**src/hdl/adc_sample_text_framer_assert.svh**
```systemverilog
// assertion helpers for the framer modules, included by asf_back
`ifndef ADC_SAMPLE_TEXT_FRAMER_ASSERT_SVH
`define ADC_SAMPLE_TEXT_FRAMER_ASSERT_SVH

// same-cycle implication, checked outside reset
`define ASF_ASSERT_NOW(label, ante, cons, msg) \
  label: assert property (@(posedge clk) disable iff (rst) (ante) |-> (cons)) else $error(msg);

// next-cycle implication, checked outside reset
`define ASF_ASSERT_NEXT(label, ante, cons, msg) \
  label: assert property (@(posedge clk) disable iff (rst) (ante) |=> (cons)) else $error(msg);

`endif

```
**src/hdl/asf_pkg.sv**
```systemverilog
`default_nettype none

package asf_pkg;

  localparam int SAMPLE_W = 12;
  localparam int LIMIT_W  = 12;
  localparam int BYTE_W   = 8;
  localparam int CODE_W   = 6;

  localparam logic [LIMIT_W-1:0] UPPER_RESET = 12'd4000;
  localparam logic [LIMIT_W-1:0] LOWER_RESET = 12'd100;

  // register indexes on the config port
  localparam logic REG_UPPER = 1'b0;
  localparam logic REG_LOWER = 1'b1;

  localparam logic [BYTE_W-1:0] NEWLINE = 8'h0A;

  // one classified sample waiting for the back end
  typedef struct packed {
    logic [CODE_W-1:0] lo;
    logic [CODE_W-1:0] hi;
    logic              nl;
    logic              flag;
  } entry_t;

  // base64 alphabet digit for a six-bit code
  function automatic logic [BYTE_W-1:0] b64_char(input logic [CODE_W-1:0] code);
    logic [BYTE_W-1:0] c;
    c = {2'b00, code};
    if (code < 6'd26) begin
      b64_char = 8'd65 + c;
    end else if (code < 6'd52) begin
      b64_char = 8'd71 + c;
    end else if (code < 6'd62) begin
      b64_char = c - 8'd4;
    end else if (code == 6'd62) begin
      b64_char = 8'd43;
    end else begin
      b64_char = 8'd47;
    end
  endfunction

endpackage

`default_nettype wire

```
**src/hdl/asf_front.sv**
```systemverilog
`default_nettype none

module asf_front #(
  parameter int CHARS_PER_LINE = 62
) (
  input  wire logic                           clk,
  input  wire logic                           rst,
  input  wire logic                           sample_valid,
  input  wire logic [asf_pkg::SAMPLE_W-1:0]   sample,
  input  wire logic                           full,
  input  wire logic                           cfg_wr_en,
  input  wire logic                           cfg_index,
  input  wire logic [asf_pkg::LIMIT_W-1:0]    cfg_data,
  output logic                                push,
  output asf_pkg::entry_t                     entry
);
  import asf_pkg::*;

  localparam int PAIRS = (CHARS_PER_LINE + 1) / 2;
  localparam int CW    = $clog2(PAIRS + 1);

  logic [LIMIT_W-1:0] upper_limit;
  logic [LIMIT_W-1:0] lower_limit;
  logic [CW-1:0]      pair_count;
  logic [CW-1:0]      pair_count_next;
  logic               line_done;

  assign push      = sample_valid && !full;
  assign line_done = (pair_count == CW'(PAIRS - 1));

  always_comb begin
    entry.lo   = sample[CODE_W-1:0];
    entry.hi   = sample[2*CODE_W-1:CODE_W];
    entry.nl   = line_done;
    entry.flag = (sample > upper_limit) || (sample < lower_limit);
    pair_count_next = line_done ? '0 : pair_count + CW'(1);
  end

  always_ff @(posedge clk) begin
    if (rst) begin
      upper_limit <= UPPER_RESET;
      lower_limit <= LOWER_RESET;
      pair_count  <= '0;
    end else begin
      if (cfg_wr_en) begin
        unique case (cfg_index)
          REG_UPPER: upper_limit <= cfg_data;
          REG_LOWER: lower_limit <= cfg_data;
          default:   upper_limit <= upper_limit;
        endcase
      end
      if (push) begin
        pair_count <= pair_count_next;
      end
    end
  end

endmodule

`default_nettype wire

```
**src/hdl/asf_queue.sv**
```systemverilog
`default_nettype none

module asf_queue (
  input  wire logic              clk,
  input  wire logic              rst,
  input  wire logic              push,
  input  wire asf_pkg::entry_t   push_entry,
  input  wire logic              pop,
  output logic                   full,
  output logic                   head_valid,
  output asf_pkg::entry_t        head
);
  import asf_pkg::*;

  entry_t       slots [2];
  logic         wr_ptr;
  logic         rd_ptr;
  logic [1:0]   count;

  assign full       = (count == 2'd2);
  assign head_valid = (count != 2'd0);
  assign head       = slots[rd_ptr];

  always_ff @(posedge clk) begin
    if (push) begin
      slots[wr_ptr] <= push_entry;
    end
  end

  always_ff @(posedge clk) begin
    if (rst) begin
      wr_ptr <= 1'b0;
      rd_ptr <= 1'b0;
      count  <= 2'd0;
    end else begin
      if (push) begin
        wr_ptr <= !wr_ptr;
      end
      if (pop) begin
        rd_ptr <= !rd_ptr;
      end
      if (push && !pop) begin
        count <= count + 2'd1;
      end else if (pop && !push) begin
        count <= count - 2'd1;
      end
    end
  end

endmodule

`default_nettype wire

```
**src/hdl/asf_back.sv**
```systemverilog
`default_nettype none

module asf_back (
  input  wire logic                         clk,
  input  wire logic                         rst,
  input  wire logic                         head_valid,
  input  wire asf_pkg::entry_t              head,
  output logic                              pop,
  output logic                              text_valid,
  input  wire logic                         text_stall,
  output logic [asf_pkg::BYTE_W-1:0]        text_byte,
  output logic                              line_end,
  output logic                              out_of_range
);
  import asf_pkg::*;

  localparam logic [1:0] PH_LO = 2'd0;
  localparam logic [1:0] PH_HI = 2'd1;
  localparam logic [1:0] PH_NL = 2'd2;

  logic [1:0]        phase;
  logic [1:0]        phase_next;
  logic              load;
  logic              last;
  logic [BYTE_W-1:0] byte_next;

  assign load = head_valid && (!text_valid || !text_stall);

  always_comb begin
    last       = 1'b0;
    byte_next  = NEWLINE;
    phase_next = phase;
    unique case (phase)
      PH_LO: begin
        byte_next  = b64_char(head.lo);
        phase_next = PH_HI;
      end
      PH_HI: begin
        byte_next  = b64_char(head.hi);
        last       = !head.nl;
        phase_next = head.nl ? PH_NL : PH_LO;
      end
      PH_NL: begin
        byte_next  = NEWLINE;
        last       = 1'b1;
        phase_next = PH_LO;
      end
      default: begin
        byte_next  = NEWLINE;
        last       = 1'b1;
        phase_next = PH_LO;
      end
    endcase
  end

  assign pop = load && last;

  always_ff @(posedge clk) begin
    if (rst) begin
      phase      <= PH_LO;
      text_valid <= 1'b0;
    end else begin
      if (load) begin
        phase      <= phase_next;
        text_valid <= 1'b1;
      end else if (!text_stall) begin
        text_valid <= 1'b0;
      end
    end
  end

  always_ff @(posedge clk) begin
    if (load) begin
      text_byte    <= byte_next;
      line_end     <= (phase == PH_NL);
      out_of_range <= head.flag;
    end
  end

`include "adc_sample_text_framer_assert.svh"

  `ASF_ASSERT_NOW(a_mid_item_has_head, phase != PH_LO, head_valid, "item in progress lost its entry")
  `ASF_ASSERT_NOW(a_nl_phase_needs_nl, phase == PH_NL, head.nl, "newline phase on an entry without newline")
  `ASF_ASSERT_NOW(a_line_end_is_newline, text_valid && line_end, text_byte == NEWLINE, "line end on a non-newline beat")
  `ASF_ASSERT_NEXT(a_pop_resets_phase, pop, phase == PH_LO, "phase not back to start after pop")

endmodule

`default_nettype wire

```
**src/hdl/adc_sample_text_framer.sv**
```systemverilog
// an accepted sample is written into a queue slot, and its beats are registered at the output
// one text beat per cycle unless text_stall holds it: two per sample, three when it closes a line
// the rate is set by the single output register; a 2-entry queue lets input and output stall apart
// reset (synchronous, active high) empties the queue, restarts the line count and
// sets upper_limit to 4000 and lower_limit to 100
`default_nettype none

module adc_sample_text_framer #(
  parameter int CHARS_PER_LINE = 62
) (
  input  wire logic                          clk,
  input  wire logic                          rst,
  // sample channel
  input  wire logic                          sample_valid,
  output logic                               sample_stall,
  input  wire logic [asf_pkg::SAMPLE_W-1:0]  sample,
  // config write port: index 0 upper_limit, index 1 lower_limit
  input  wire logic                          cfg_wr_en,
  input  wire logic                          cfg_index,
  input  wire logic [asf_pkg::LIMIT_W-1:0]   cfg_data,
  // text channel
  output logic                               text_valid,
  input  wire logic                          text_stall,
  output logic [asf_pkg::BYTE_W-1:0]         text_byte,
  output logic                               line_end,
  output logic                               out_of_range
);
  import asf_pkg::*;

  logic   push;
  entry_t push_entry;
  logic   full;
  logic   pop;
  logic   head_valid;
  entry_t head;

  // input side stalls only when the queue has no free slot
  assign sample_stall = full;

  // front: range check, digit split and line counting at accept time
  asf_front #(
    .CHARS_PER_LINE (CHARS_PER_LINE)
  ) u_front (
    .clk          (clk),
    .rst          (rst),
    .sample_valid (sample_valid),
    .sample       (sample),
    .full         (full),
    .cfg_wr_en    (cfg_wr_en),
    .cfg_index    (cfg_index),
    .cfg_data     (cfg_data),
    .push         (push),
    .entry        (push_entry)
  );

  // short queue between the two halves
  asf_queue u_queue (
    .clk        (clk),
    .rst        (rst),
    .push       (push),
    .push_entry (push_entry),
    .pop        (pop),
    .full       (full),
    .head_valid (head_valid),
    .head       (head)
  );

  // back: two digits then an optional newline, one beat per cycle unless text_stall holds it
  asf_back u_back (
    .clk          (clk),
    .rst          (rst),
    .head_valid   (head_valid),
    .head         (head),
    .pop          (pop),
    .text_valid   (text_valid),
    .text_stall   (text_stall),
    .text_byte    (text_byte),
    .line_end     (line_end),
    .out_of_range (out_of_range)
  );

endmodule

`default_nettype wire
```
**config.mk**
```make
export PLATFORM = sky130hd
export DESIGN_NAME = adc_sample_text_framer
export DESIGN_NICKNAME = d
export VERILOG_FILES = /design/src/hdl/asf_pkg.sv /design/src/hdl/asf_front.sv /design/src/hdl/asf_queue.sv /design/src/hdl/asf_back.sv /design/src/hdl/adc_sample_text_framer.sv
export VERILOG_INCLUDE_DIRS = /design/src /design/src/hdl
export SDC_FILE = /design/constraint.sdc
export NUM_CORES = 1
export LEC_CHECK = 0
export ABC_AREA = 0
export BUFFER_PORTS_ARGS = -buffer_cell sky130_fd_sc_hd__buf_2
export CORE_MARGIN = 3
export CORE_UTILIZATION = 35
export CTS_BUF_LIST = sky130_fd_sc_hd__clkbuf_8 sky130_fd_sc_hd__clkbuf_16
export DETAILED_ROUTE_END_ITERATION = 6
export MAX_ROUTING_LAYER = met4
export PLACE_DENSITY_LB_ADDON = 0.1
export SLEW_MARGIN = 25
export SYNTH_ARGS = -nofsm -noshare
export SYNTH_HDL_FRONTEND = slang
export SYNTH_SLANG_ARGS = --single-unit
```
**constraint.sdc**
```tcl
create_clock -name clk -period 2.4 [get_ports clk]
set_clock_uncertainty 0.05 [all_clocks]
set_input_delay 0.12 -clock clk [delete_from_list [all_inputs] [get_ports clk]]
set_output_delay 0.12 -clock clk [all_outputs]
set_load 0.1 [all_outputs]
```
==> flow_summary_export.csv, run 1 <==
group,metric,value,unit
final_layout,design_area,5250,sq um
global_routing,antenna_found_initial,0,
hold_path,hold_depth,4,
route,viasPerCell,4.96,
route,via_count,3222,
die,fp-row-count,39,
sta,relSlewSlack,56.7,%
pwr,p_leak,2.19,nW
final_layout,antenna_cells,0,
synthesis,synthesis.nets,490,
global_routing,grt_util_all_layers,15.0,%
clock_tree,clock_latency,0.34,ns
synthesis,synth.most_common_cell,"nand2_1",
critical_path,path_class,"flop to flop",
hold_path,hold_path.class,"primary input to flop",
die,die_w,115,microns
synthesis,ys_ff_latch,75,
critical_path,path_max_fanout,13,
critical_path,startpoint_type,"flop",
route,ant_nets,0,
critical_path,reg2reg_depth,9,
run,max_cap_violations,0,
critical_path,cp.arrival,2.38,ns
clock_tree,cts.sinks,75,
sta,finalHoldViolCount,0,
sta,finalCritPeriodShare,94.3,%
synthesis,yosys.area.top_type_share,27.5,%
critical_path,cp_data_required_time,2.52,ns
synthesis,yosys_warnings,0,
pwr,ir_drop,0.338,mV
synthesis,synth_common_cells,"nand2_1 (53), a21oi_1 (38), edfxtp_1 (38), ha_1 (38), dfxtp_1 (37)",
die,die_y,115,microns
outcome,outcome,"finished clean",
synthesis,synth_cell_types,56,
die,die_area,13200,sq um
sta,setup_viol,0,
clock_tree,cts_root_buf,"clkbuf_16",
route,drc,0,
synthesis,synth_area,4140,sq um
placement,gp_congestion,0.895,
hold_path,min_to,"u_front.upper_limit[1]$_SDFFE_PP0P_",
pwr,power.density,1120,nW/um^2
route,drtIter0Drc,142,
global_routing,grt_first_pass_wirelength,15000,microns
sta,rsz0062_at_grt,"yes",
sta,worst_pin_slew,0.649,ns
route,dr.pass1.iters,4,
route,finalWirelength,9070,microns
synthesis,synth_area_leaders,"edfxtp_1 (28%), dfxtp_1 (18%), ha_1 (11%), nand2_1 (4.8%), a21oi_1 (4.6%)",
synthesis,synth_edf_count,38,
critical_path,endpoint_kind,"flop",
global_routing,grt_overflow,0,
clock_tree,cts_setup_buffers,0,
final_layout,drive_above_1_share,19.3,%
global_routing,grt_pass1_vias,3176,
global_routing,grt_max_degree,34,
die,start_util,36.0,%
route,wire_per_inst,14.0,microns
clock_tree,clock_tree.buffer_depth,2,
critical_path,r2r-end,"u_back.text_byte[5]$_DFFE_PP_",
hold_path,hold_start,"cfg_index",
synthesis,yosysTopAreaCell,"edfxtp_1",
synthesis,ys_seq_area_share,45.4,%
critical_path,r2r_slack,0.14,ns
synthesis,netlist_instances,422,
synthesis,synth_flop_cell,"edfxtp_1",
final_layout,fin_nets,570,
pwr,p_total,5.85,mW
die,io_pins,42,
clock_tree,cts_tree,"yes",
sta,holdWs,0.0650,ns
clock_tree,numCtsBuffers,9,
clock_tree,clk_pin_slew,0.06,ns
sta,fmax,442,MHz
synthesis,async_flop_share,0,%
placement,hpwl,6700,microns
clock_tree,h-tree-depth,3,
synthesis,syn_area_per_cell,9.82,sq um
placement,dpl_cell_area,4590,sq um
sta,report.final.slew_viol_count,0,
placement,portBuffers,41,
sta,fin_crit,2.26,ns
final_layout,syn2layout_area_growth,26.7,%
die,coreArea,11500,sq um
timing repair:
item	4_1_cts	5_1_grt
pin swaps	0	1
setup endpoints to repair	5	6
gates resized for setup	2	12
hold endpoints to repair	49	0
hold buffers	25	0
cells in the final DEF, fill, tap and decap left out, types with 4 or more instances in the layout:
cell type / count
nand4_1: 7
dfxtp_1: 35
buf_4: 19
ha_1: 38
nand2_1: 53
nand3b_1: 4
xor2_1: 5
dlygate4sd3_1: 25
clkbuf_16: 10
inv_2: 4
nor3_1: 9
inv_1: 32
a31oi_1: 5
mux2i_2: 4
nand3_1: 7
a211o_1: 7
xnor2_1: 6
o21ai_0: 9
nor2b_1: 9
buf_2: 41
a21o_1: 7
a21oi_1: 37
nor2_1: 23
mux2i_1: 7
nand2b_1: 10
edfxtp_1: 38
final cells by class:
type,count,area (sq um)
well taps,143,179
multi-input cells,295,2100
repair buffers,86,609
fillers,1114,6270
clock inverters,5,73.8
inverters,35,136
flip-flops and latches,75,1890
clock buffers,11,264
critical path, cell delays in order (launching register included):
cell      delay, ns
dfxtp_4        0.43
buf_6          0.19
mux2i_2        0.22
buf_4          0.18
inv_2          0.06
nor3_4         0.24
nand2b_1       0.15
nor3_1         0.05
a211o_1        0.30
a311oi_2       0.23
power breakdown:
part,total (mW),switching [mW],internal (mW)
Sequential,1.84,0.158,1.69
Clock,1.51,0.515,0.994
Combinational,2.50,1.70,0.797
Total,5.85,2.38,3.48
sequential cells by signal, summed over array words and instances (netlist names), named ones only:
| register | cells |
|---|---|
| u_queue.wr_ptr | 1 |
| u_queue.count | 2 |
| u_back.phase | 2 |
| u_back.text_valid | 1 |
| u_back.text_byte | 8 |
| u_queue.slots | 28 |
| u_back.line_end | 1 |
| u_front.pair_count | 5 |
| u_front.lower_limit | 12 |
| u_back.out_of_range | 1 |
| u_front.upper_limit | 12 |
| u_queue.rd_ptr | 1 |
worst max-delay path by stage:
stage,start,to,slack [ns],depth (start not counted)
final,flop,u_back.text_byte[5]$_DFFE_PP_,0.14,9
after global placement,flop,u_back.text_byte[3]$_DFFE_PP_,0.07,8
after detailed placement,flop,u_back.text_byte[3]$_DFFE_PP_,-0.04,8
after CTS,flop,u_back.text_byte[5]$_DFFE_PP_,0.04,9
after global routing,flop,u_back.text_byte[5]$_DFFE_PP_,-0.02,9
after floorplan,flop,u_back.text_byte[5]$_DFFE_PP_,0.03,10
metal layers:
metal | vias to the layer above | wire length [microns] | GRT usage [%]
met5 | - | 0 | -
met4 | 0 | 124 | 4.46
met3 | 10 | 312 | 4.26
met2 | 55 | 4480 | 25.2
met1 | 1487 | 4160 | 17.5
li1 | 1670 | - | -
logic make-up (layout without fill, tap and decap cells):
| group | Yosys count | count (layout) | share of synthesized area, % |
|---|---|---|---|
| AO/OA/AOI/OAI | 100 | 100 | 15.8 |
| XOR/XNOR | 11 | 11 | 2.32 |
| adder cells (fa/ha/maj) | 38 | 38 | 11.5 |
| buffers and inverters | 52 | 137 | 5.49 |
| flip-flops | 75 | 75 | 45.4 |
| multiplexers | 15 | 15 | 4.23 |
| AND/OR/NAND/NOR | 131 | 131 | 15.3 |
stage by stage:
step                instances  setup WS (ns)  utilization [%]  TNS, ns
floorplan                 422         0.0320                -        0
global placement          609         0.0704             39.9        0
detailed placement        609        -0.0383             39.9   -0.107
CTS                       650         0.0427             45.0        0
finish                    650          0.138             45.6        0
global route              650        -0.0183             45.6  -0.0186
(Power assumes the default switching activity.)
==> run 2, diff against run 1 <==
- REMOVE_ABC_BUFFERS: default -> 1
==> run 2 against run 1 <==
Compared with the run above:
- combinational power rose by 2%
- power is 2.2% lower
- clock power shrank 9.9%
- critical path depth down 2
- die area did not move
- worst setup slack got worse by 0.0085 ns
- design area grew 0.31%
- global-route usage is 0.54 points lower
- wire length is 2.9% lower
- fmax decreased by 0.37%
- cell count up 1.5%
==> flow_summary_export.csv, run 2 (synthesis gave the netlist of run 1 again) <==
group,metric,value,unit
outcome,outcome,"finished clean",
placement,portBuffers,41,
die,start_util,36.0,%
sta,rsz0062_at_grt,"no",
sta,worst_pin_slew,0.642,ns
global_routing,grt_max_degree,34,
final_layout,layout_commonest_cell,"nand2_1",
clock_tree,clock_latency,0.33,ns
die,coreArea,11500,sq um
sta,tns,0,ns
critical_path,startpoint_type,"flop",
critical_path,cp.arrival,2.27,ns
route,dr.pass1.iters,5,
placement,gp_congestion,0.879,
critical_path,endpoint_kind,"flop",
sta,finalCritPeriodShare,94.6,%
global_routing,grt_pass1_vias,3114,
sta,setup_viol,0,
clock_tree,h-tree-depth,3,
route,finalWirelength,8810,microns
final_layout,regMostFlops,"u_queue.slots",
final_layout,fin_nets,580,
clock_tree,numCtsBuffers,9,
final_layout,layout.cells.non_filler,660,
global_routing,antenna_found_initial,0,
die,die_w,115,microns
die,fp-row-count,39,
pwr,seq_power_share,31.8,%
final_layout,multi_input_comb_area,2080,sq um
clock_tree,cts.sinks,75,
pwr,p_leak,2.21,nW
route,wire_per_inst,13.3,microns
final_layout,drive_above_1_share,20.5,%
final_layout,regArea,1880,sq um
pwr,pwr-share-comb,44.4,%
clock_tree,cts_setup_buffers,0,
critical_path,path_max_fanout,4,
final_layout,syn2layout_area_growth,27.1,%
clock_tree,clock_tree.buffer_depth,2,
sta,fin_crit,2.27,ns
clock_tree,cts_root_buf,"clkbuf_16",
clock_tree,clk_pin_slew,0.06,ns
critical_path,cp_data_required_time,2.40,ns
pwr,ir_drop,0.389,mV
critical_path,path_class,"flop to flop",
sta,report.final.slew_viol_count,0,
final_layout,antenna_cells,0,
global_routing,grt_util_all_layers,14.5,%
final_layout,largestRegisters,"u_queue.slots x28, u_front.lower_limit x12, u_front.upper_limit x12",
sta,fmax,440,MHz
global_routing,grt_overflow,0,
die,die_y,115,microns
die,io_pins,42,
pwr,power_frac_clock,23.8,%
pwr,p_int,3.38,mW
placement,hpwl,6700,microns
final_layout,largest_register_ffs,28,
sta,finalHoldViolCount,0,
pwr,power.density,1090,nW/um^2
pwr,power.switching,2.35,mW
route,drtIter0Drc,128,
route,drc,0,
route,viasPerCell,4.83,
clock_tree,cts_tree,"yes",
die,die_area,13200,sq um
route,ant_nets,0,
hold_path,hold_path.class,"primary input to flop",
run,max_cap_violations,0,
final_layout,nFillCells,1115,
placement,place_inst,619,
sta,relSlewSlack,57.2,%
global_routing,grt_first_pass_wirelength,14600,microns
route,via_count,3185,
pwr,p_sw_share,41.0,%
final_layout,layout_common_cells,"nand2_1 (53), buf_2 (41), ha_1 (38), edfxtp_1 (38), a21oi_1 (37)",
## run 2: cell types whose count changed in the layout (fill, tap and decap cells not counted), sizes merged
cell      delta
inv          -2
buf         +10
clkbuf       -1
bufinv       -1
clkinv       +3
clkinvlp     +1
## run 2: through the flow
| step | util [%] | hold WS (ns) | cell area, sq um | setup WS [ns] | total power [mW] |
|---|---|---|---|---|---|
| floorplan | - | 0.139 | 4050 | -0.551 | 3.66 |
| global placement | 40.5 | 0.279 | 4660 | -0.0377 | 4.31 |
| detailed placement | 40.5 | 0.288 | 4660 | -0.0981 | 4.32 |
| CTS | 45.5 | 0.191 | 5240 | 0.00636 | 5.77 |
| global route | 45.7 | 0.238 | 5270 | 0.00767 | 6.08 |
| finish | 45.7 | 0.202 | 5270 | 0.129 | 5.73 |
## run 2: critical path: stages (launching register included)
cell	delay, ns
dfxtp_2	0.38
mux2i_2	0.24
buf_4	0.14
ha_1	0.19
nand2b_1	0.14
or4b_1	0.46
a311oi_2	0.29
a311oi_2	0.09
## run 2: area by class of cell
| type | instances | share of cell area, % |
|---|---|---|
| Tap cell | 143 | 3.40 |
| Multi-Input combinational cell | 295 | 39.4 |
| Clock inverter | 6 | 1.05 |
| Timing Repair Buffer | 96 | 13.0 |
| Clock buffer | 10 | 4.75 |
| Sequential cell | 75 | 35.8 |
| Inverter | 35 | 2.59 |
## run 2: power by group through the flow
stage / logic [mW] / registers, mW / clock network (mW)
2_1_floorplan: 1.14 / 2.52 / 0
3_3_place_gp: 2.47 / 1.84 / 0
3_5_place_dp: 2.48 / 1.85 / 0
4_1_cts: 2.54 / 1.82 / 1.41
5_1_grt: 2.77 / 1.85 / 1.46
6_report: 2.54 / 1.82 / 1.36
## run 2: timing repair
item / CTS / global route
gates resized for setup: 3 / 8
pin swaps: 0 / 1
endpoints found under the setup margin: 5 / 6
hold endpoints to repair: 49 / 0
hold buffers: 25 / 0
## run 2: metal layers
metal	global-route usage (%)	vias to the layer above	share of wire [%]
li1	-	1682	-
met1	18.1	1433	49
met2	23.0	60	46
met3	2.89	10	3.7
met4	5.87	0	1.6
met5	-	-	0
## run 2: path summary, 6_finish.rpt
kind / from / slack, ns / end / depth (start not counted)
worst min register to register: u_front.lower_limit[0]$_SDFFE_PP0P_ / 0.40 / u_front.lower_limit[0]$_SDFFE_PP0P_ / 2
worst min-delay path: cfg_wr_en / 0.20 / u_front.upper_limit[2]$_SDFFE_PP0P_ / 4
worst max-delay path: flop / 0.13 / u_back.text_byte[5]$_DFFE_PP_ / 7
worst max register to register: flop / 0.13 / u_back.text_byte[5]$_DFFE_PP_ / 7
==> run 3, diff against run 2 <==
==> constraint.sdc (replaced) <==
create_clock -name clk -period 2.4 [get_ports clk]
set_clock_uncertainty 0.05 [all_clocks]
set_input_delay 0.72 -clock clk [delete_from_list [all_inputs] [get_ports clk]]
set_output_delay 0.72 -clock clk [all_outputs]
set_load 0.1 [all_outputs]
==> run 3 against run 2 <==
Compared with the run above:
- worst hold slack improved by 0.20 ns
- sequential cell count is the same
- die area did not move
- clock power increased by 4%
- wire length is 0.39% higher
- first-iteration DRC count up 20%
- worst setup slack improved by 0.029 ns
- design area fell by 4.6%
- fmax up 1.3%
==> flow_summary_export.csv, run 3 (synthesis gave the netlist of run 1 again) <==
group,metric,value,unit
global_routing,grt_pass1_vias,3073,
critical_path,path_max_fanout,16,
pwr,p_leak,2.11,nW
clock_tree,clock_latency,0.34,ns
sta,setup_viol,0,
route,drc,0,
sta,finalCritPeriodShare,93.4,%
final_layout,regMostFlops,"u_queue.slots",
die,die_y,115,microns
clock_tree,clock_tree.buffer_depth,2,
die,coreArea,11500,sq um
final_layout,syn2layout_area_growth,21.2,%
final_layout,fin_nets,556,
critical_path,r2r-end,"u_back.text_byte[2]$_DFFE_PP_",
die,die_w,115,microns
critical_path,startpoint_type,"flop",
pwr,ir_drop,0.305,mV
sta,worst_pin_slew,0.515,ns
route,finalWirelength,8840,microns
final_layout,drive_above_1_share,21.3,%
sta,finalHoldViolCount,0,
critical_path,reg2reg_depth,11,
critical_path,critPathMaxStageDelay,0.36,ns
hold_path,hold_depth,2,
final_layout,nFillCells,1144,
final_layout,largest_register_ffs,28,
final_layout,layout_commonest_cell,"nand2_1",
route,dr.pass1.iters,4,
die,start_util,36.0,%
route,via_count,3120,
hold_path,hold_start,"u_front.lower_limit[9]$_SDFFE_PP0P_",
clock_tree,cts_root_buf,"clkbuf_16",
route,viasPerCell,4.91,
run,max_cap_violations,0,
sta,relSlewSlack,65.6,%
clock_tree,cts.sinks,75,
sta,fmax,446,MHz
route,drtIter0Drc,153,
sta,report.final.slew_viol_count,0,
final_layout,antenna_cells,0,
final_layout,layout.cells.non_filler,636,
clock_tree,cts_tree,"yes",
outcome,outcome,"finished clean",
critical_path,path_class,"flop to flop",
placement,portBuffers,41,
placement,place_inst,619,
global_routing,grt_util_all_layers,14.8,%
final_layout,layout_common_cells,"nand2_1 (53), buf_2 (41), a21oi_1 (38), ha_1 (38), edfxtp_1 (38)",
critical_path,cp_top_family,"compound AO/OA/AOI/OAI gates",
sta,fin_crit,2.24,ns
hold_path,min_to,"u_front.lower_limit[9]$_SDFFE_PP0P_",
clock_tree,h-tree-depth,3,
die,io_pins,42,
critical_path,path_buf_inv,3,
placement,gp_congestion,0.901,
route,wire_per_inst,13.9,microns
critical_path,endpoint_kind,"flop",
clock_tree,clk_pin_slew,0.06,ns
die,fp-row-count,39,
global_routing,grt_overflow,0,
critical_path,cp.arrival,2.28,ns
critical_path,r2r_slack,0.16,ns
placement,hpwl,6730,microns
final_layout,largestRegisters,"u_queue.slots x28, u_front.lower_limit x12, u_front.upper_limit x12",
pwr,p_total,5.75,mW
clock_tree,numCtsBuffers,9,
critical_path,slowest_stage,"dfxtp_4",
global_routing,antenna_found_initial,0,
global_routing,grt_max_degree,28,
hold_path,hold_path.class,"flop to flop",
global_routing,grt_first_pass_wirelength,14800,microns
critical_path,cp_data_required_time,2.44,ns
pwr,power.density,1150,nW/um^2
critical_path,crit_chain,"buf_12 -> mux2i_4 -> buf_4 -> inv_2 -> ha_1 -> a21oi_2 -> o21a_2 -> a311oi_1 -> a21oi_1 -> o221ai_1 -> o21ai_1",
die,die_area,13200,sq um
route,ant_nets,0,
final_layout,final_core_util,43.6,%
sta,holdWs,0.404,ns
sta,rsz0062_at_grt,"yes",
## run 3: timing repair
action / 4_1_cts / 5_1_grt
resized for setup: 1 / 6
gates cloned: 0 / 0
hold buffers: 0 / 0
setup endpoints to repair: 4 / 6
setup buffers: 0 / 1
## run 3: routing by layer
metal / routed length [microns] / GRT usage, % / vias to the layer above / share of wire, %
met5: 0 / - / - / 0
met4: 227 / 7.59 / 0 / 2.6
met3: 294 / 2.84 / 18 / 3.3
met2: 3980 / 21.7 / 62 / 45
met1: 4340 / 19.5 / 1395 / 49
li1: - / - / 1645 / -
## run 3: worst min-delay path, cell delays in order, from the launching register on
cell	delay, ns
dfxtp_1	0.31
nand2_1	0.05
a21oi_1	0.05
## run 3: worst max-delay path by stage
stage / to / cells after the start / slack, ns
2_1_floorplan: u_back.text_byte[5]$_DFFE_PP_ / 6 / -0.55
3_3_place_gp: u_queue.slots[1][0]$_DFFE_PP_ / 7 / -0.009
5_1_grt: u_back.text_byte[2]$_DFFE_PP_ / 11 / -0.002
6_report: u_back.text_byte[2]$_DFFE_PP_ / 11 / 0.16
3_5_place_dp: u_back.text_byte[3]$_DFFE_PP_ / 8 / -0.11
4_1_cts: u_back.text_byte[5]$_DFFE_PP_ / 10 / 0.0008
## run 3: final cells by class
cell class	count	area (sq um)	share of cell area, %
Inverter	35	136	2.71
Tap cell	143	179	3.56
Timing Repair Buffer	72	450	8.97
Multi-Input combinational cell	295	2060	41.0
Clock inverter	5	60.1	1.20
Clock buffer	11	253	5.03
Sequential cell	75	1890	37.5
## run 3: through the flow
step                      area [sq um]  setup slack, ns  setup TNS, ns
final                             5020            0.158              0
after global routing              5020         -0.00200       -0.00200
after CTS                         4990         0.000841              0
after detailed placement          4670           -0.108         -0.217
after global placement            4670         -0.00882        -0.0176
after floorplan                   4050           -0.551          -2.34
## run 3: where the power goes
group	internal, mW	leakage, nW	switching [mW]	total, mW
Sequential	1.68	0.662	0.142	1.82
Combinational	0.821	1.29	1.70	2.52
Clock	0.865	0.152	0.544	1.41
Total	3.37	2.11	2.38	5.75
